===== config.mk =====
export PLATFORM = sky130hd
export DESIGN_NAME = morse_timing_decoder
export DESIGN_NICKNAME = d
export VERILOG_FILES = /design/src/rtl/core/mtd_pkg.sv /design/src/rtl/core/mtd_decode.sv /design/src/rtl/core/mtd_result_fifo.sv /design/src/rtl/core/morse_timing_decoder.sv
export VERILOG_INCLUDE_DIRS = /design/src /design/src/rtl/core
export SDC_FILE = /design/constraint.sdc
export NUM_CORES = 1
export LEC_CHECK = 0
export ABC_AREA = 1
export BUFFER_PORTS_ARGS = -buffer_cell sky130_fd_sc_hd__buf_2
export CAP_MARGIN = 5
export CELL_PAD_IN_SITES_DETAIL_PLACEMENT = 1
export CELL_PAD_IN_SITES_GLOBAL_PLACEMENT = 1
export CORE_MARGIN = 2
export CORE_UTILIZATION = 49
export CTS_CLUSTER_DIAMETER = 200
export CTS_CLUSTER_SIZE = 12
export DETAILED_ROUTE_END_ITERATION = 10
export GPL_TIMING_DRIVEN = 0
export HOLD_SLACK_MARGIN = 0.08
export PLACE_DENSITY_LB_ADDON = 0.3
export SLEW_MARGIN = 20
export SYNTH_ARGS = -nofsm -noshare
export SYNTH_HDL_FRONTEND = slang
export SYNTH_SLANG_ARGS = --single-unit

===== constraint.sdc =====
create_clock -name clk -period 9.78 [get_ports clk]
set_input_delay 1.467 -clock clk [delete_from_list [all_inputs] [get_ports clk]]
set_output_delay 1.467 -clock clk [all_outputs]
set_load 0.01 [all_outputs]

===== src/rtl/core/morse_timing_decoder_macros.svh =====
// Assertion macros for the Morse timing decoder RTL.
// Depends on nothing; included by the modules that carry assertions.
`ifndef MORSE_TIMING_DECODER_MACROS_SVH
`define MORSE_TIMING_DECODER_MACROS_SVH

`ifndef SYNTH
// Property checked on every clock edge outside reset.
`define MTD_ASSERT(lbl, prop, msg) \
  lbl: assert property (@(posedge clk) disable iff (rst) prop) else $error(msg);
// Property checked on every clock edge, reset included.
`define MTD_ASSERT_ALWAYS(lbl, prop, msg) \
  lbl: assert property (@(posedge clk) prop) else $error(msg);
`else
`define MTD_ASSERT(lbl, prop, msg)
`define MTD_ASSERT_ALWAYS(lbl, prop, msg)
`endif

`endif


===== src/rtl/core/mtd_pkg.sv =====
// Shared types, constants and letter table for the Morse timing decoder.
// Depends on nothing; imported by every module of the block.
package mtd_pkg;

  // Element limit default and the widest pattern the limit range allows
  localparam int MAX_ELEMENTS_DEF = 4;
  localparam int PAT_W            = 6;
  localparam int CNT_W            = 3;
  localparam int RUN_W            = 4;
  localparam int LETTER_COUNT     = 26;

  // Result queue
  localparam int RES_DEPTH  = 4;
  localparam int RES_PTR_W  = $clog2(RES_DEPTH);
  localparam int RES_CNT_W  = $clog2(RES_DEPTH + 1);

  localparam logic [RUN_W-1:0] RUN_MAX = '1;

  // Result codes
  localparam logic [4:0] CODE_UNKNOWN = 5'd26;
  localparam logic [4:0] CODE_SPACE   = 5'd27;
  localparam logic [4:0] CODE_EOL     = 5'd28;

  // Configuration register indexes
  typedef enum logic [1:0] {
    REG_DASH_UNITS       = 2'd0,
    REG_LETTER_GAP_UNITS = 2'd1,
    REG_WORD_GAP_UNITS   = 2'd2
  } cfg_reg_t;

  typedef struct packed {
    logic key_down;
    logic end_of_message;
  } item_t;

  typedef struct packed {
    logic [4:0] code;
    logic       last_of_run;
  } result_t;

  typedef struct packed {
    logic [2:0] dash_units;
    logic [2:0] letter_gap_units;
    logic [3:0] word_gap_units;
  } cfg_t;

  // Letter assembly state
  typedef struct packed {
    logic [RUN_W-1:0] mark_run;
    logic [RUN_W-1:0] gap_run;
    logic [PAT_W-1:0] pattern;
    logic [CNT_W-1:0] count;
    logic             bad;
    logic             open;
    logic             prev_key_down;
  } dec_state_t;

  // Results of one item, handed to the result queue
  typedef struct packed {
    logic [1:0] num;
    logic [4:0] code0;
    logic [4:0] code1;
  } push_t;

  // Element count and dash bits (first element most significant) of a..z
  localparam logic [CNT_W-1:0] LETTER_LEN [LETTER_COUNT] = '{
    3'd2, 3'd4, 3'd4, 3'd3, 3'd1, 3'd4, 3'd3, 3'd4, 3'd2, 3'd4, 3'd3, 3'd4, 3'd2,
    3'd2, 3'd3, 3'd4, 3'd4, 3'd3, 3'd3, 3'd1, 3'd3, 3'd4, 3'd3, 3'd4, 3'd4, 3'd4
  };
  localparam logic [PAT_W-1:0] LETTER_BITS [LETTER_COUNT] = '{
    6'd1, 6'd8, 6'd10, 6'd4, 6'd0, 6'd2, 6'd6, 6'd0, 6'd0, 6'd7, 6'd5, 6'd4, 6'd3,
    6'd2, 6'd7, 6'd6, 6'd13, 6'd2, 6'd0, 6'd1, 6'd1, 6'd1, 6'd3, 6'd9, 6'd11, 6'd12
  };

  // Table match; first hit wins, no hit is the unknown code
  function automatic logic [4:0] letter_lookup(logic [CNT_W-1:0] count,
                                               logic [PAT_W-1:0] pattern);
    logic [4:0] code;
    code = CODE_UNKNOWN;
    for (int i = LETTER_COUNT - 1; i >= 0; i--) begin
      if (LETTER_LEN[i] == count && LETTER_BITS[i] == pattern) begin
        code = 5'(i);
      end
    end
    return code;
  endfunction

endpackage


===== src/rtl/core/mtd_decode.sv =====
// Per-unit run tracking, element packing and letter decode.
// Depends on mtd_pkg and the assertion macros header.
`include "morse_timing_decoder_macros.svh"

module mtd_decode import mtd_pkg::*; #(
  parameter int MAX_ELEMENTS = MAX_ELEMENTS_DEF
) (
  input  logic  clk,
  input  logic  rst,
  input  logic  fire,
  input  item_t item,
  input  cfg_t  cfg,
  output push_t push
);

  dec_state_t st;
  dec_state_t st_next;
  logic [1:0] num;
  logic [4:0] codes [2];

  // Close the current mark: dot, dash or a bad length
  function automatic dec_state_t finish_mark(dec_state_t s, logic [2:0] dash);
    logic bit_v;
    bit_v = 1'b0;
    if (s.mark_run == RUN_W'(1)) begin
      bit_v = 1'b0;
    end else if (s.mark_run == {1'b0, dash}) begin
      bit_v = 1'b1;
    end else begin
      s.bad = 1'b1;
    end
    if (s.count >= CNT_W'(MAX_ELEMENTS)) begin
      s.bad = 1'b1;
    end else begin
      s.pattern = {s.pattern[PAT_W-2:0], bit_v};
      s.count   = s.count + CNT_W'(1);
    end
    s.mark_run = '0;
    return s;
  endfunction

  // One time unit of decode
  always_comb begin
    st_next  = st;
    num      = 2'd0;
    codes[0] = '0;
    codes[1] = '0;
    if (item.key_down) begin
      if (!st.prev_key_down) begin
        if (st.open && st.gap_run >= RUN_W'(2)) begin
          st_next.bad = 1'b1;
        end
        st_next.open = 1'b1;
      end
      st_next.gap_run = '0;
      if (st.mark_run < RUN_MAX) begin
        st_next.mark_run = st.mark_run + RUN_W'(1);
      end
    end else begin
      if (st.prev_key_down) begin
        st_next = finish_mark(st_next, cfg.dash_units);
      end
      if (st_next.gap_run < RUN_MAX) begin
        st_next.gap_run = st_next.gap_run + RUN_W'(1);
      end
      // letter ends on the letter gap or the word gap, whichever first
      if (st_next.open && (st_next.gap_run >= {1'b0, cfg.letter_gap_units} ||
                           st_next.gap_run >= cfg.word_gap_units)) begin
        codes[num[0]] = st_next.bad ? CODE_UNKNOWN
                                    : letter_lookup(st_next.count, st_next.pattern);
        num             = num + 2'd1;
        st_next.pattern = '0;
        st_next.count   = '0;
        st_next.bad     = 1'b0;
        st_next.open    = 1'b0;
      end
      if (!item.end_of_message && st_next.gap_run == cfg.word_gap_units) begin
        codes[num[0]] = CODE_SPACE;
        num           = num + 2'd1;
      end
    end
    st_next.prev_key_down = item.key_down;

    // end of message: flush the open letter, mark the line end, start over
    if (item.end_of_message) begin
      if (item.key_down) begin
        st_next = finish_mark(st_next, cfg.dash_units);
      end
      if (st_next.open) begin
        codes[num[0]] = st_next.bad ? CODE_UNKNOWN
                                    : letter_lookup(st_next.count, st_next.pattern);
        num           = num + 2'd1;
      end
      codes[num[0]] = CODE_EOL;
      num           = num + 2'd1;
      st_next       = '0;
    end
  end

  always_ff @(posedge clk) begin
    if (rst) begin
      st <= '0;
    end else if (fire) begin
      st <= st_next;
    end
  end

  assign push.num   = fire ? num : 2'd0;
  assign push.code0 = codes[0];
  assign push.code1 = codes[1];

  // A second result is always a space or the line end after a letter
  `MTD_ASSERT(a_second_kind, push.num == 2'd2 |-> (push.code1 == CODE_SPACE ||
    push.code1 == CODE_EOL) && push.code0 <= CODE_UNKNOWN, "bad second result")
  // Line end always clears the letter state
  `MTD_ASSERT(a_eom_clears, fire && item.end_of_message |=> st == '0,
    "state not cleared after end of message")
  // Element count never passes the limit
  `MTD_ASSERT(a_count_limit, st.count <= CNT_W'(MAX_ELEMENTS),
    "element count over limit")

endmodule


===== src/rtl/core/mtd_result_fifo.sv =====
// Small result queue: up to two results pushed, one popped per cycle while ready.
// Depends on mtd_pkg and the assertion macros header.
`include "morse_timing_decoder_macros.svh"

module mtd_result_fifo import mtd_pkg::*; (
  input  logic    clk,
  input  logic    rst,
  input  push_t   push,
  output logic    room2,
  output logic    result_valid,
  input  logic    result_ready,
  output result_t result
);

  result_t              mem [RES_DEPTH];
  logic [RES_PTR_W-1:0] wr_ptr;
  logic [RES_PTR_W-1:0] rd_ptr;
  logic [RES_CNT_W-1:0] count;
  logic                 pop;

  assign pop          = result_valid && result_ready;
  assign result_valid = count != '0;
  assign result       = mem[rd_ptr];
  assign room2        = count <= RES_CNT_W'(RES_DEPTH - 2);

  // Entry writes; the last pushed result carries the final flag
  always_ff @(posedge clk) begin
    if (push.num != 2'd0) begin
      mem[wr_ptr] <= '{code: push.code0, last_of_run: push.num == 2'd1};
    end
    if (push.num == 2'd2) begin
      mem[wr_ptr + RES_PTR_W'(1)] <= '{code: push.code1, last_of_run: 1'b1};
    end
  end

  // Pointers and fill count
  always_ff @(posedge clk) begin
    if (rst) begin
      wr_ptr <= '0;
      rd_ptr <= '0;
      count  <= '0;
    end else begin
      wr_ptr <= wr_ptr + RES_PTR_W'(push.num);
      if (pop) begin
        rd_ptr <= rd_ptr + RES_PTR_W'(1);
      end
      count <= count + RES_CNT_W'(push.num) - RES_CNT_W'(pop);
    end
  end

  `MTD_ASSERT(a_no_overflow, push.num != 2'd0 |-> room2, "push without room")
  `MTD_ASSERT(a_count_track, ##1 count == $past(count) + RES_CNT_W'($past(push.num))
    - RES_CNT_W'($past(pop)), "fill count mismatch")
  // A non-final result always has its partner queued behind it
  `MTD_ASSERT(a_partner_queued, result_valid && !result.last_of_run |->
    count >= RES_CNT_W'(2), "non-final result without partner")

endmodule


===== src/rtl/core/morse_timing_decoder.sv =====
// Morse timing decoder: one keying time unit in, decoded letters out.
//
// Channels (valid/ready):
//   item   : one time unit, key_down (mark or gap) and end_of_message.
//   result : code (0..25 letter, 26 unknown, 27 space, 28 end of line)
//            and last_of_run, set on the final result of a unit.
//   cfg    : register writes, cfg_index 0 dash_units, 1 letter_gap_units,
//            2 word_gap_units; always ready. Write only while idle.
// Each unit passes through the input register, then decode, into the result
// queue. Throughput: one unit per cycle while two queue entries are free;
// a unit that gives two results offers them one after another through
// the single result port of the four-entry queue. item_ready drops while
// the input register is full and fewer than two queue entries are free,
// so a stalled receiver holds back input after at most four pending results.
// Reset clears the letter state, the queue and the registers (3, 3, 7).
// Depends on mtd_pkg, mtd_decode and mtd_result_fifo.
module morse_timing_decoder import mtd_pkg::*; #(
  parameter int MAX_ELEMENTS = MAX_ELEMENTS_DEF
) (
  input  logic       clk,
  input  logic       rst,
  input  logic       item_valid,
  output logic       item_ready,
  input  item_t      item,
  output logic       result_valid,
  input  logic       result_ready,
  output result_t    result,
  input  logic       cfg_valid,
  output logic       cfg_ready,
  input  logic [1:0] cfg_index,
  input  logic [3:0] cfg_data
);

  cfg_t  cfg;
  item_t item_q;
  logic  item_q_valid;
  logic  room2;
  logic  fire;
  push_t push;

  assign cfg_ready  = 1'b1;
  assign fire       = item_q_valid && room2;
  assign item_ready = !item_q_valid || room2;

  // Configuration registers
  always_ff @(posedge clk) begin
    if (rst) begin
      cfg <= '{dash_units: 3'd3, letter_gap_units: 3'd3, word_gap_units: 4'd7};
    end else if (cfg_valid) begin
      case (cfg_reg_t'(cfg_index))
        REG_DASH_UNITS:       cfg.dash_units       <= cfg_data[2:0];
        REG_LETTER_GAP_UNITS: cfg.letter_gap_units <= cfg_data[2:0];
        REG_WORD_GAP_UNITS:   cfg.word_gap_units   <= cfg_data;
        default: ;
      endcase
    end
  end

  // Input register
  always_ff @(posedge clk) begin
    if (rst) begin
      item_q_valid <= 1'b0;
    end else if (item_ready) begin
      item_q_valid <= item_valid;
    end
  end

  always_ff @(posedge clk) begin
    if (item_valid && item_ready) begin
      item_q <= item;
    end
  end

  mtd_decode #(
    .MAX_ELEMENTS(MAX_ELEMENTS)
  ) u_decode (
    .clk  (clk),
    .rst  (rst),
    .fire (fire),
    .item (item_q),
    .cfg  (cfg),
    .push (push)
  );

  mtd_result_fifo u_fifo (
    .clk          (clk),
    .rst          (rst),
    .push         (push),
    .room2        (room2),
    .result_valid (result_valid),
    .result_ready (result_ready),
    .result       (result)
  );

endmodule

# [Word-level counts from Yosys, hierarchy flattened]
# Memories as Yosys holds them, arrays and structs flattened. A register that Yosys moved wholly into a read port is not among the register bits.
# Cells that the tools add are included.
[word_totals] output_inout_bits=9 memories=1 inputBits=13 mem_bits_rw=24 register_bits=40 elab_cells=278
[classes] n_eq_ne=43 mux=110 order_cmp=14 n_addsub=12 reduce_logical=73 bitwise_logic=9
[memory_table] name="u_fifo.mem" words=4 width=6 rd=1 rd_ports_with_merged_regs=1 write_ports=2 line="mtd_result_fifo.sv:15" source="result_t mem [RES_DEPTH];"
[ops] cell="2-to-1 mux 5 bit" n=41
[ops] cell="2-to-1 mux 4 bit" n=19
[ops] cell="== test 4 x 6 -> 1 bit (first input constant)" n=12
[ops] cell="logical AND 1 bit" n=61
[ops] cell="2-to-1 mux 20 bit" n=3
[ops] cell="2-to-1 mux 10 bit" n=5
[ops] cell="== test 3 x 6 -> 1 bit (first input constant)" n=8
[ops] cell="2-to-1 mux 2 bit" n=15
[ops] cell="2-to-1 mux 9 bit" n=3
[ops] cell="== test 2 x 6 -> 1 bit (first input constant)" n=4
[ops] cell="2-to-1 mux 12 bit" n=2
[ops] cell="2-to-1 mux 1 bit" n=16
[ops] cell="demux 5 bit (select 1 bit)" n=3
[ops] cell="== test 1 x 6 -> 1 bit (first input constant)" n=2
[ops] cell="== test 2 x 3 -> 1 bit (first input constant)" n=4
[ops] cell="logical NOT 6 bit" n=2
[ops] cell="2-to-1 mux 11 bit" n=1
[ops] cell="adder 2 x 1 -> 2 bit (second input constant)" n=5
[ops] cell="bitwise mux 10 bit" n=1
[ops] cell="adder 4 x 1 -> 4 bit (second input constant)" n=2
[ops] cell="== test 4 x 1 -> 1 bit (second input constant)" n=2
[ops] cell="== test 4 x 3 -> 1 bit" n=2
[ops] cell="< comparator 4 bit (second input constant)" n=2
[ops] cell="2-to-1 mux 8 bit" n=1
[ops] cell="29 further kinds" n=45

# [Longest topological paths before layout]
# Gate-level depths: netlist (run 1).
[logic_depth] depth_word=55 mapped_depth=32 depth_no_buf=32

# [Cells and area by module]
# Synthesis (run 1) repeated with hierarchy kept, for this count alone.
[hier_totals] hier_cells=845 hier_area_um2=5402.7
[by_module_without_submodules] mod="mtd_decode" cells_each=578 area_each_um2=3221.8 instances=1 seq_area_each_um2=400.4
[by_module_without_submodules] mod="mtd_result_fifo" cells_each=201 area_each_um2=1665.3 instances=1 seq_area_each_um2=860.8
[by_module_without_submodules] mod="morse_timing_decoder" cells_each=66 area_each_um2=515.5 instances=1 seq_area_each_um2=280.3

# [Least setup slack after synthesis (run 1)]
# OpenSTA, ideal clock, no wires.
[synth_timing] path_kind="register to register" start="reg u_decode.st[13] (netlist bit)" end="reg u_fifo.count[2]" required_time_ns=9.652 t_arrival_ns=3.912 setup_slack_ns=5.740 stages_incl_launch_ff=26 synth_period_minus_slack_ns=4.040 setup_ns=0.128 cell_sequence="dfxtp_1 -> ha_1 -> nand2_1 -> inv_1 -> nand2_1 -> a21oi_1 -> ha_1 -> nand4_1 -> nand2_1 -> nor2_1 -> nand3_4 -> nand2_4 -> inv_4 -> ha_1 -> inv_1 -> nor2_1 -> o21ai_0 -> inv_1 -> nor2_1 -> nor3_2 -> inv_1 -> ha_1 -> fa_1 -> xor2_1 -> inv_1 -> nor2_1"
[synth_between] elab_chain_cells=21 elab_cells_between_ends=29 classes_between="6 x add/sub; 3 x order compare; 1 x eq/ne; 16 x mux; 3 x reduce/logical"
[synth_lines] item="start: declaration" line="mtd_decode.sv:16" source="dec_state_t st;"
[synth_lines] item="start signal: assignment" line="mtd_decode.sv:104" source="st <= st_next;"
[synth_lines] item="2-to-1 mux 20 bit *" line="mtd_decode.sv:60" source="if (st.prev_key_down) begin"
[synth_lines] item="2-to-1 mux 20 bit *" line="mtd_decode.sv:48" source="if (item.key_down) begin"
[synth_lines] item="adder 4 x 1 -> 4 bit or < comparator 4 bit (tied branches)" line="mtd_decode.sv:64, mtd_decode.sv:63"
[synth_lines] item="2-to-1 mux 4 bit *" line="mtd_decode.sv:63" source="if (st_next.gap_run < RUN_MAX) begin"
[synth_lines] item="2-to-1 mux 4 bit *" line="mtd_decode.sv:48"
[synth_lines] item=">= comparator 4 x 3 -> 1 bit or >= comparator 4 bit (tied branches)" line="mtd_decode.sv:67, mtd_decode.sv:68"
[synth_lines] item="logical OR 1 bit" line="mtd_decode.sv:67" source="if (st_next.open && (st_next.gap_run >= {1'b0, cfg.letter_gap_units} ||"
[synth_lines] item="logical AND 1 bit" line="mtd_decode.sv:67"
[synth_lines] item="[5 not listed]"
[synth_lines] item="adder 2 x 1 -> 2 bit" line="mtd_decode.sv:92" source="num = num + 2'd1;"
[synth_lines] item="2-to-1 mux 2 bit" line="mtd_decode.sv:89" source="if (st_next.open) begin"
[synth_lines] item="2-to-1 mux 2 bit" line="mtd_decode.sv:85" source="if (item.end_of_message) begin"
[synth_lines] item="adder 2 x 1 -> 2 bit" line="mtd_decode.sv:95" source="num = num + 2'd1;"
[synth_lines] item="2-to-1 mux 2 bit *" line="mtd_decode.sv:85"
[synth_lines] item="2-to-1 mux 2 bit *" line="mtd_decode.sv:108" source="assign push.num = fire ? num : 2'd0;"
[synth_lines] item="adder 3 x 2 -> 3 bit *" line="mtd_result_fifo.sv:47" source="count <= count + RES_CNT_W'(push.num) - RES_CNT_W'(pop);"
[synth_lines] item="subtractor 3 x 1 -> 3 bit *" line="mtd_result_fifo.sv:47"
[synth_lines] item="end signal: assignment" line="mtd_result_fifo.sv:47"
[synth_lines] item="end: declaration" line="mtd_result_fifo.sv:18" source="logic [RES_CNT_W-1:0] count;"
# Mark *: on every way between the ends. The rest lies on a longest branch, timed or not. The select of a mux whose other input is x is not followed.
# A chain may end at the register's enable or synchronous reset.

==> results.md, run 1 <==
- WS Path Type: reg2reg
- Final Util: 0.542
- Max-Cap Viols: 0
- Fmax: 207 MHz
- Clock Power Share: 0.298
- Hold Path Class: reg2reg
- Post-route cell area: 5800 um2
- Clock buffer depth: 2
- Worst EP required: 9.83 ns
- Sequential power share: 0.375
- Net Sw Frac: 0.377
- Worst slack at placement: 5.03 ns
- Clock root buffer master: clkbuf_8
- HP Start: u_decode.st[11]
- Clock Latency Late Sink: 0.36 ns
- Final worst-path setup slack: 4.94 ns
- Area contributors post-synth: dfxtp_1, nand2_1, edfxtp_1, inv_1, nor2_1
- Hpwl dp: 12.8 mm
- Final ANT Viol Nets: 0
- DP Area: 5580 um2
- Hold buffers post-CTS: 0
- I/O Buffers: 19
- Post-synth top area share: 0.166
- Setup violators final: 0
- Chip Height: 108 um
- Final net count: 844
- TritonRoute pass-1 iters: 4
- Logic pwr share: 0.328
- Vias post-DR: 5314
- Internal: 547 uW
- Met1 Wirelength: 7.14 mm
- Worst endpoint data arrival time: 4.89 ns
- Synthesized instance count: 781
- Net count after synthesis: 814
- Fraction of layout cells with a size suffix above 1: 0.164
- Vias in the first global route: 5477
- Worst-margin pin slew: 0.658 ns
- Commonest non-fill, non-tap cell in the layout: nand2_1
- Post CTS Setup Buffer Count: 0
- Area delta synth->final: 9.19%
- Routed WL: 16.3 mm
- Initial core utilization: 0.496
- Largest net degree at the start of global routing: 13
- # diodes: 0
- Final min period: 4.84 ns
- Ys async rst share: 0
- Static Leak: 0.00271 uW
- Commonest non-fill, non-tap cells in the layout: nand2_1, inv_1, nor2_1, nand3_1, dfxtp_1
- Slowest-stage cell, CP: dfxtp_1
- Buffers and inverters on the worst path: 6
- RePlAce Congestion: 0.963
- Die Width: 108 um
- Met3 Wirelength: 454 um
- Slew HR: 0.561
- DR WL/cell: 17.0 um
- Core Region: 10700 um2
- Drt drc: 0
- Total gr overflow: 0
- Total GRT Usage: 0.291
- Max Slew Vio Count: 0
- Critical path's top delay family: simple AND/OR/NAND/NOR gates
- Fin crit share: 0.494
- Post-synthesis cell area: 5310 um2
- Die area: 11700 um2
- Initial antenna violation count: 0
- Top layer in use: met4
- Mapped Avg Cell Area: 6.80 um2
- Primary FF master, synth: dfxtp_1
- Seq/Total Area, Yosys: 0.290
- Switching pwr: 331 uW
- Startpoint types: flop
- Outcome: finished, final reports clean
- WL met2: 8.27 mm
- Peak supply drop: 0.0000795 V
- CP peak stage delay: 0.44 ns
- Setup_tns: 0 ns
- DR vias/cell: 5.56
- Global-route wire length before repair: 26.7 mm
- PD cells: 151 nW/um2
- Post-synth EDFFs: 22
- CP Capture Type: flop
- Clk pin slew, worst setup/hold paths: 0.09 ns
- Synth Register Bits: 66
- Ys Warns: 0
- Setup crit start: u_decode.st[13]
- CTS Buf Count: 9
- IO Pins: 22
- CTS tree: yes
- Final Hold Fails: 0
- FF-to-FF Start: u_decode.st[13]
- CTS sink count: 66
- RSZ-0062 raised after global routing: no
- Depth of the CTS H-tree: 3
- Crit-path max FO: 8
- Clk_skew: 0.0145 ns
- PostCTS Resize Cnt: 0
- Synth area leader: dfxtp_1
- DR iter-0 viols: 210
- # rows: 38
- Synth unique cells: 55
[layer usage]
layer  vias to the layer above  GRT usage
li1                       2621          -
met1                      2557      0.358
met2                        99      0.518
met3                        37     0.0386
met4                         0      0.106
met5                         -          0
[cell type report]
type	instances	area [um2]
Timing Repair Buffer	19	95.1
Buffer	18	109
Inverter	127	487
Tap cell	140	175
Fill cell	1457	4900
Clock inverter	6	90.1
Multi-Input combinational cell	570	3170
Clock buffer	10	128
Sequential cell	66	1540
[sequential cells by signal (all words and copies together), names as in the netlist, named ones only]
signal,count
item_q_valid,1
u_decode.st,20
item_q,2
u_fifo.count,3
u_fifo.rd_ptr,2
cfg,10
u_fifo.mem,24
u_fifo.wr_ptr,2
[kinds of logic after synthesis]
group | after synthesis | share of synthesized area
compound gates | 129 | 0.151
xor+xnor | 7 | 0.0151
fa+ha+maj | 20 | 0.0485
buf+inv | 145 | 0.112
flops | 66 | 0.290
other cells | 1 | 0.000706
simple gates | 413 | 0.382
[synthesized netlist by cell type (4+ instances only)]
| cell type | n |
|---|---|
| dfxtp_1 | 44 |
| o211ai_1 | 11 |
| o21ai_0 | 26 |
| nand3_4 | 5 |
| nand2_1 | 180 |
| nand4_1 | 13 |
| clkbuf_1 | 10 |
| inv_2 | 15 |
| nand2_2 | 20 |
| a22oi_1 | 4 |
| nor2_2 | 6 |
| o21ai_1 | 8 |
| nand3_1 | 49 |
| a21oi_1 | 40 |
| o22ai_1 | 13 |
| buf_4 | 6 |
| nor2_1 | 94 |
| inv_1 | 109 |
| o21ai_2 | 9 |
| nor3_1 | 10 |
| nand3_2 | 8 |
| edfxtp_1 | 22 |
| nand2_4 | 4 |
| nor2_4 | 6 |
| ha_1 | 19 |
[per-stage QoR]
stage | hold WS, ns | total power, uW | instances
floorplan | 0.424 | 533 | 781
global placement | 0.441 | 600 | 940
detailed placement | 0.450 | 616 | 940
CTS | 0.484 | 881 | 956
global route | 0.500 | 927 | 956
finish | 0.476 | 878 | 956
[final timing paths]
check | end | slack (ns) | cells after the start
max | u_fifo.mem[3][1] | 4.94 | 25
min | u_decode.st[11] | 0.48 | 2
max reg2reg | u_fifo.mem[3][1] | 4.94 | 25
min reg2reg | u_decode.st[11] | 0.48 | 2
[worst reg2reg max path, stage by stage, from the launching register on]
cell and delay (ns):
dfxtp_1 0.44, ha_1 0.23, nand2_1 0.06, inv_1 0.07
nand2_1 0.10, a21oi_1 0.30, ha_1 0.31, nand4_1 0.17
nand2_1 0.07, nor2_1 0.17, nand3_4 0.14, nand2_4 0.17
inv_4 0.06, ha_1 0.27, inv_1 0.04, nor2_1 0.31
nor2_1 0.12, inv_1 0.09, nand2_1 0.05, inv_1 0.09
nand3_1 0.11, o21ai_1 0.28, nor2_1 0.14, nor2_1 0.34
inv_1 0.16, nand2_1 0.21
[power by group through the flow]
stage / sequential (uW) / combinational (uW) / clock, uW
floorplan: 327 / 205 / 0
global placement: 333 / 267 / 0
detailed placement: 334 / 282 / 0
CTS: 329 / 288 / 263
global route: 332 / 322 / 273
finish: 329 / 288 / 261
Note: power is estimated with default switching activity, not from simulation.
==> run 2, diff against run 1 <==
CORE_UTILIZATION = 46   (was 49)
clock period = 4.9 ns   (was 9.78 ns; I/O delays follow)
==> run 2 against run 1 <==
Die area is 6.3% higher. Maximum frequency grew 3.8%. Total power is 120% higher. Wire length is 3.3% higher. First-iteration DRC count is 31% higher. Global-route usage shrank 1.6 points. Critical path type unchanged.
==> results.md, run 2 (synthesized netlist as in run 1, its figures left out) <==
- Largest register FFs: 24 (unchanged)
- Largest net degree at the start of global routing: 13 (unchanged)
- Area delta synth->final: 12.9%
- Finished Layout Cells: 965 (+0.94%)
- Commonest non-fill, non-tap cells in the layout: nand2_1, inv_1, nor2_1, nand3_1, dfxtp_1
- Routed WL: 16.8 mm (+3.3%)
- PD cells: 317 nW/um2 (+110%)
- Fmax: 215 MHz (+3.8%)
- Largest regs: u_fifo.mem x24, u_decode.st x20, cfg x10
- Setup violators final: 0 (unchanged)
- Peak supply drop: 0.000243 V (+210%)
- Reg-to-reg slack, setup: 0.24 ns (-4.70 ns)
- IO Pins: 22 (unchanged)
- Final ANT Viol Nets: 0 (unchanged)
- # rows: 39 (+2.6%)
- Vias in the first global route: 5772 (+5.4%)
- RePlAce Congestion: 0.919 (-4.6%)
- WS Path Type: reg2reg
- Global-route wire length before repair: 27.9 mm (+4.6%)
- I/O Buffers: 19 (unchanged)
- Worst EP required: 4.99 ns (-4.84 ns)
- Max-Cap Viols: 0 (unchanged)
- Placed cells: 943 (+0.32%)
- Chip Height: 111 um (+3.1%)
- Clk pin slew, worst setup/hold paths: 0.06 ns (-0.03 ns)
- CP Capture Type: flop
- Die area: 12400 um2 (+6.3%)
- Critical Path Most Common Cell: nand2_1
- CTS tree: yes
- Clock buffer depth: 2 (unchanged)
- # diodes: 0 (unchanged)
- Slew HR: 0.565 (+0.00413)
- Crit-path max FO: 8 (unchanged)
- Slowest-stage cell, CP: dfxtp_4
- CP peak stage delay: 0.36 ns (-0.08 ns)
- Vias post-DR: 5361 (+0.88%)
- Initial core utilization: 0.469 (-0.0273)
- Final min period: 4.66 ns (-0.178 ns)
- Final Hold Fails: 0 (unchanged)
- DP Area: 5590 um2 (about the same)
- Total gr overflow: 0 (unchanged)
- Clock root buffer master: clkbuf_16
- Depth of the CTS H-tree: 3 (unchanged)
- Post-route cell area: 6000 um2 (+3.4%)
- DR iter-0 viols: 275 (+31%)
- Die Width: 111 um (+3.1%)
- Core Region: 11300 um2 (+5.8%)
- CTS Buf Count: 9 (unchanged)
- Fin crit share: 0.950 (+0.456)
- Max Slew Vio Count: 0 (unchanged)
- Most flops, register: u_fifo.mem
- Clk_skew: 0.00773 ns (-0.00674 ns)
- Outcome: finished, final reports clean
- Total GRT Usage: 0.275 (-0.0164)
- Startpoint types: flop
- DR vias/cell: 5.56 (about the same)
- CTS sink count: 66 (unchanged)
- Fraction of layout cells with a size suffix above 1: 0.190 (+0.0256)
- Final net count: 850 (+0.71%)
- Commonest non-fill, non-tap cell in the layout: nand2_1
- Initial antenna violation count: 0 (unchanged)
- Clock Latency Late Sink: 0.34 ns (-0.02 ns)
- DR WL/cell: 17.4 um (+2.4%)
- Drt drc: 0 (unchanged)
- Static Leak: 0.00278 uW (+2.6%)
- TritonRoute pass-1 iters: 6 (+2)
- Worst endpoint data arrival time: 4.74 ns (-0.15 ns)
- Worst-margin pin slew: 0.652 ns (-0.00620 ns)
- Hpwl dp: 12.9 mm (+0.75%)
- Hold Path Class: reg2reg
## run 2: area by class of cell
cell class / count / area [um2]
fill: 1513 / 5320
multi-input combinational: 570 / 3230
sequential: 66 / 1550
inverter: 127 / 487
clock buffer: 10 / 239
tap: 143 / 179
timing repair buffer: 25 / 140
buffer: 18 / 109
clock inverter: 6 / 65.1
## run 2: what timing repair did
action / CTS / global route
pin swaps: 0 / 6
buffers inserted: 1 / 5
hold buffers: 0 / 0
resized for setup: 7 / 14
endpoints found under the setup margin: 18 / 43
## run 2: final timing paths
check                   from                to  depth (start not counted)
max          u_decode.st[13]  u_fifo.mem[0][1]                         31
min          u_decode.st[11]   u_decode.st[11]                          2
max reg2reg  u_decode.st[13]  u_fifo.mem[0][1]                         31
min reg2reg  u_decode.st[11]   u_decode.st[11]                          2
## run 2: per-layer routing
layer,up-vias,global-route usage,part of all wire
met4,0,0.113,0.031
met3,50,0.0414,0.030
met5,-,0,0
li1,2635,-,-
met1,2550,0.324,0.43
met2,126,0.499,0.51
## run 2: power by group
part,total [uW],internal (uW),switching [uW]
registers,657,617,40.1
logic,583,190,393
clock network,664,408,256
## run 2: critical path: cells and delay by family (launching register included)
kind            cells  cell delay (ns)
simple gates       24             2.82
fa+ha+maj           3             0.75
flops               1             0.36
compound gates      1             0.25
buf+inv             3             0.20
## run 2: metrics by stage
step           setup WS (ns)  TNS [ns]  total power [uW]  utilization  hold slack (ns)
3_3_place_gp           0.180         0              1200        0.493            0.438
5_1_grt              -0.0776    -0.380              2000        0.530            0.501
6_report               0.243         0              1900        0.530            0.464
3_5_place_dp          0.0552         0              1230        0.493            0.450
2_1_floorplan          0.860         0              1060            -            0.424
4_1_cts              0.00289         0              1900        0.523            0.470
